$ cat src/hdl/tslm_pkg.sv
`timescale 1ns / 1ps
package tslm_pkg;

	localparam int TABLE_ENTRIES_DEF = 256;

	localparam logic [1:0] KIND_ACK = 2'd0;
	localparam logic [1:0] KIND_SYN = 2'd1;
	localparam logic [1:0] KIND_FIN = 2'd2;
	localparam logic [1:0] KIND_RST = 2'd3;

	typedef struct packed {
		logic        func;
		logic        header_ok;
		logic [31:0] peer_addr;
		logic [15:0] ip_total_length;
		logic [3:0]  ip_header_words;
		logic [3:0]  tcp_header_words;
		logic [31:0] seq_number;
		logic [31:0] ack_number;
		logic [3:0]  tcp_flags;
		logic [63:0] timestamp_ns;
	} in_t;

	typedef struct packed {
		logic        event_valid;
		logic [1:0]  event_kind;
		logic [31:0] event_seq;
		logic [31:0] event_ack;
		logic [63:0] event_value;
		logic        table_full_drop;
		logic [63:0] latency_sum;
		logic [63:0] latency_count;
		logic [63:0] bytes_sent_total;
		logic [63:0] bytes_received_total;
	} out_t;

	// Carried from cell to cell along the table.
	typedef struct packed {
		logic        any_hit;
		logic        any_free;
		logic [63:0] hit_time;
	} chain_t;

	// Broadcast from the control to every cell.
	typedef struct packed {
		logic        lookup;
		logic        store;
		logic        use_free;
		logic        clear;
		logic [31:0] key;
		logic [63:0] send_time;
	} cmd_t;

endpackage

$ cat src/hdl/tslm_cell.sv
`timescale 1ns / 1ps
module tslm_cell (
	input  logic            clk,
	input  logic            arst_n,
	input  tslm_pkg::cmd_t   cmd,
	input  tslm_pkg::chain_t chain_in,
	output tslm_pkg::chain_t chain_out
);
	import tslm_pkg::*;

	logic        valid_q;
	logic        hit_q;
	logic [31:0] key_q;
	logic [63:0] time_q;
	logic        free;
	logic        claim;

	assign free  = !valid_q;
	// Lowest free cell: no free cell below this one.
	assign claim = free && !chain_in.any_free;

	assign chain_out.any_hit  = chain_in.any_hit || hit_q;
	assign chain_out.any_free = chain_in.any_free || free;
	assign chain_out.hit_time = chain_in.hit_time | (hit_q ? time_q : 64'd0);

	always_ff @(posedge clk or negedge arst_n) begin
		if (!arst_n) begin
			valid_q <= 1'b0;
			hit_q   <= 1'b0;
		end else begin
			if (cmd.lookup) begin
				hit_q <= valid_q && (key_q == cmd.key);
			end
			if (cmd.store && (hit_q || (cmd.use_free && claim))) begin
				valid_q <= 1'b1;
			end else if (cmd.clear && hit_q) begin
				valid_q <= 1'b0;
			end
		end
	end

	always_ff @(posedge clk) begin
		if (cmd.store && (hit_q || (cmd.use_free && claim))) begin
			key_q  <= cmd.key;
			time_q <= cmd.send_time;
		end
	end

endmodule
$ cat config.mk
export PLATFORM = sky130hd
export DESIGN_NAME = tslm_cell
export DESIGN_NICKNAME = d
export VERILOG_FILES = /design/src/hdl/tslm_pkg.sv /design/src/hdl/tslm_cell.sv
export SDC_FILE = /design/constraint.sdc
export NUM_CORES = 1
export LEC_CHECK = 0
export BUFFER_PORTS_ARGS = -buffer_cell sky130_fd_sc_hd__buf_2
export CORE_ASPECT_RATIO = 0.6
export CORE_MARGIN = 2
export CORE_UTILIZATION = 43
export DETAILED_ROUTE_END_ITERATION = 10
export PLACE_DENSITY = 0.85
export SYNTH_ARGS = -nofsm -noshare
export SYNTH_HDL_FRONTEND = slang
export SYNTH_SLANG_ARGS = --single-unit
$ cat constraint.sdc
create_clock -name clk -period 10.6 [get_ports clk]
set_clock_uncertainty 0.05 [all_clocks]
set_input_delay 2.65 -clock clk [delete_from_list [all_inputs] [get_ports clk]]
set_output_delay 2.65 -clock clk [all_outputs]
set_load 0.01 [all_outputs]
==> results.txt <==
The run finished with clean final reports. The proportion of power drawn by combinational gates is 8.8%. The remaining global-route overflow is 0.

The site row count is 26. The pin count of the biggest net entering global routing is 68. The peak fanout along the critical path is 1. The later-pin clock latency in the skew report came out at 0.34 ns.

Derived from the worst setup path, the maximum achievable clock frequency is 171 MHz. The nature of the critical path endpoint is a primary output. The repair_antennas step left the layout with diodes totalling 0. The number of iterations in the first detailed-routing pass is 4. The aggregate global-route resource usage is 18.7%. The final routed wire length divided by cell count is 15.5 microns. The area growth from synthesis to layout came out at 42.4%. CTS placed an instance of clkbuf_16 at the clock tree root. The max-slew violation count came out at 0. The maximum vdd drop came out at 0.109 mV. The clock network accounts for 41.0% of the total power. The number of synthesized register bits is 98.

The detailed router's first-iteration violation count came out at 94. In the post-route analysis, the smallest setup slack over all paths is 4.77 ns. The minimum setup slack after placement came out at 4.76 ns. Setup repair after global routing left no endpoint under its margin.

The arrival time of data at the critical path endpoint came out at 3.13 ns. For this block, the routed nets add up to 8910 microns of wire. The startpoint kind of the worst setup timing path is an input port. The fill cell instance count of the final layout is 685.

The final standard cell area without fillers is 5480 sq um. The power per unit of standard cell area came out at 160 nW/um^2. TritonCTS built the clock tree. The vertical die dimension is 77.2 microns. The smallest clock period supported by the final layout is computed as 5.83 ns. Traced cell by cell, the critical path runs through buf_2, or2_2, buf_2.

The final hold violation count is 0. The number of buffers created by CTS is 9. The core area is 8590 sq um. Once detail routing completed, the nets flagged for antenna violations numbered 0.

The worst slew margin relative to its limit is 24.7%. The clock transition at the registers of the reported paths is 0.06 ns. The slowest stage of the critical path is the or2_2 cell.

The completed layout was analyzed and its total power is 0.875 mW. The total area of multi-input combinational cells is 892 sq um. The global-route wire length before repair is 13800 microns.

The number of nets at the end of the flow came out at 627. Across the run, the number of max-cap violations was 0. The placer's final routability congestion estimate came out at 0.763.

The port buffer count came out at 233. The number of sinks on the clock net came out at 98. The sequential-to-total area share from yosys stat came out at 76.3%. The area occupied by registers came out at 2930 sq um. 234 I/O pins were placed.

The post-detailed-route DRC marker count came out at 0. Among the stages of the critical path, the cell type that occurs most often is buf_2. The fraction of the cycle the final worst path needs came out at 55.0%.

The effective utilization at floorplan is 44.8%. The top cell types in the final layout, fill and taps aside, are buf_2, edfxtp_1, a21o_1, xor2_1, xnor2_1. The setup path with the least slack is of type input port to primary output. The die area came out at 9740 sq um.

The number of cells upsized or downsized after cts came out at 0. Including well taps, the total number of placed cells is 560. The actual transition at the worst max-transition pin came out at 1.13 ns. Once the clock tree was built, the setup fixing pass inserted 0 buffers. The estimated wirelength of the detail-placed design is 6700 microns. The leakage power came out at 2.57 nW.

Summed over all failing endpoints, the final setup total negative slack is 0 ns. The finished layout holds 575 standard cells, fillers aside. The horizontal extent of the die came out at 126 microns.

After synthesis, the largest area contributor takes up 75.0% of total cell area. Setup violations remaining at the end of the flow were counted as 0. The H-tree was split into 3 levels.

The average instance in the mapped netlist occupies 17.4 sq um. Summing all placed instances gives a cell area of 5140 sq um. The cell area after synthesis is 3840 sq um. Buffers inserted to repair hold after CTS numbered 0. The worst hold path belongs to the class register to register. The total of warnings raised by yosys came out at 0.

Cells with a size suffix above 1 make up 54.4% of the layout. The switching power total came out at 0.169 mW. Cell internal power was estimated by the tool at 0.706 mW.

The number of instances in the synthesized netlist came out at 221. The synthesized net count came out at 389. The worst register-to-register path has a setup slack of 7.07 ns. The maximum buffer depth of the clock tree is 2.

The number of distinct library cell variants in the gate-level netlist after synthesis came out at 18. The number of antenna violations at the first check in global routing came to 0. The endpoint required time on the critical path is 7.90 ns. The net switching share of the total power came out at 19.3%. The number of global-route vias before repair is 2877. After synthesis, the cell types taking the most area are edfxtp_1, a21o_1, xor2_1, xnor2_1, dfrtp_1. The largest incremental delay on the critical path is 0.25 ns. edfxtp_1 takes more of the synthesized area than any other cell.

The mean number of vias per cell came out at 4.75. The power share of the sequential group is 50.2%. The number of vias in the routed layout is 2729. The leading cell type in the layout, fill and taps excluded is buf_2.
[area by class of cell]
cell class	count	area share [%]
Clock buffer	9	4.11
Clock inverter	6	1.94
Inverter	1	0.0686
Multi-Input combinational cell	115	16.3
Sequential cell	98	53.6
Tap cell	112	2.56
Timing Repair Buffer	234	21.4
[critical path, delay by kind of cell]
kind,cells,cell delay (ns)
buffers and inverters,2,0.23
and+or+nand+nor,1,0.25
[logic make-up after synthesis]
family | share of synthesized area (%)
compound gates | 13.2
simple gates | 2.41
buf+inv | 0.781
xor+xnor | 7.29
flops | 76.3
[power groups by stage]
stage               clock, mW  sequential (mW)  combinational (mW)
floorplan                   0            0.449              0.0287
global placement            0            0.447              0.0754
detailed placement          0            0.447              0.0780
CTS                     0.366            0.439              0.0784
global route            0.382            0.439              0.0854
finish                  0.359            0.439              0.0773
[flip-flops by register name, summed over array words and instances, names as in the netlist]
register	cells
hit_q	1
time_q	64
key_q	32
valid_q	1
[metrics by stage]
stage	hold WS, ns	util (%)
final	0.515	63.8
after global routing	0.547	63.8
after CTS	0.521	63.8
after detailed placement	0.505	59.9
after global placement	0.496	59.9
after floorplan	0.445	-
[cell usage after synthesis (all sizes together)]
cell type  count
or2            1
nand3          1
xnor2         12
nor2           1
o22ai          1
inv            1
dfrtp          2
or4            1
clkbuf         4
buf            3
nor4           5
a21o          65
a21boi         1
nand4          4
nand2          2
nand2b         1
edfxtp        96
xor2          20
[worst paths after layout]
check	end	cells after the start	from
worst max-delay path	chain_out[65]	3	chain_in[65]
worst min-delay path	valid_q$_DFFE_PN0P_	1	valid_q$_DFFE_PN0P_
worst max register to register	time_q[36]$_DFFE_PP_	3	hit_q$_DFFE_PN0P_
worst min register to register	valid_q$_DFFE_PN0P_	1	valid_q$_DFFE_PN0P_
max in group asynchronous	hit_q$_DFFE_PN0P_	1	arst_n
min in group asynchronous	valid_q$_DFFE_PN0P_	1	arst_n
[layer usage]
metal	up-vias	GRT usage (%)	wire [microns]	part of all wire, %
met1	1257	20.4	3470	39
met2	128	33.0	4470	50
met3	18	7.40	808	9.1
met4	0	6.92	165	1.9
met5	-	0	0	0
li1	1326	-	-	-
Power figures use the tool's default switching activity.
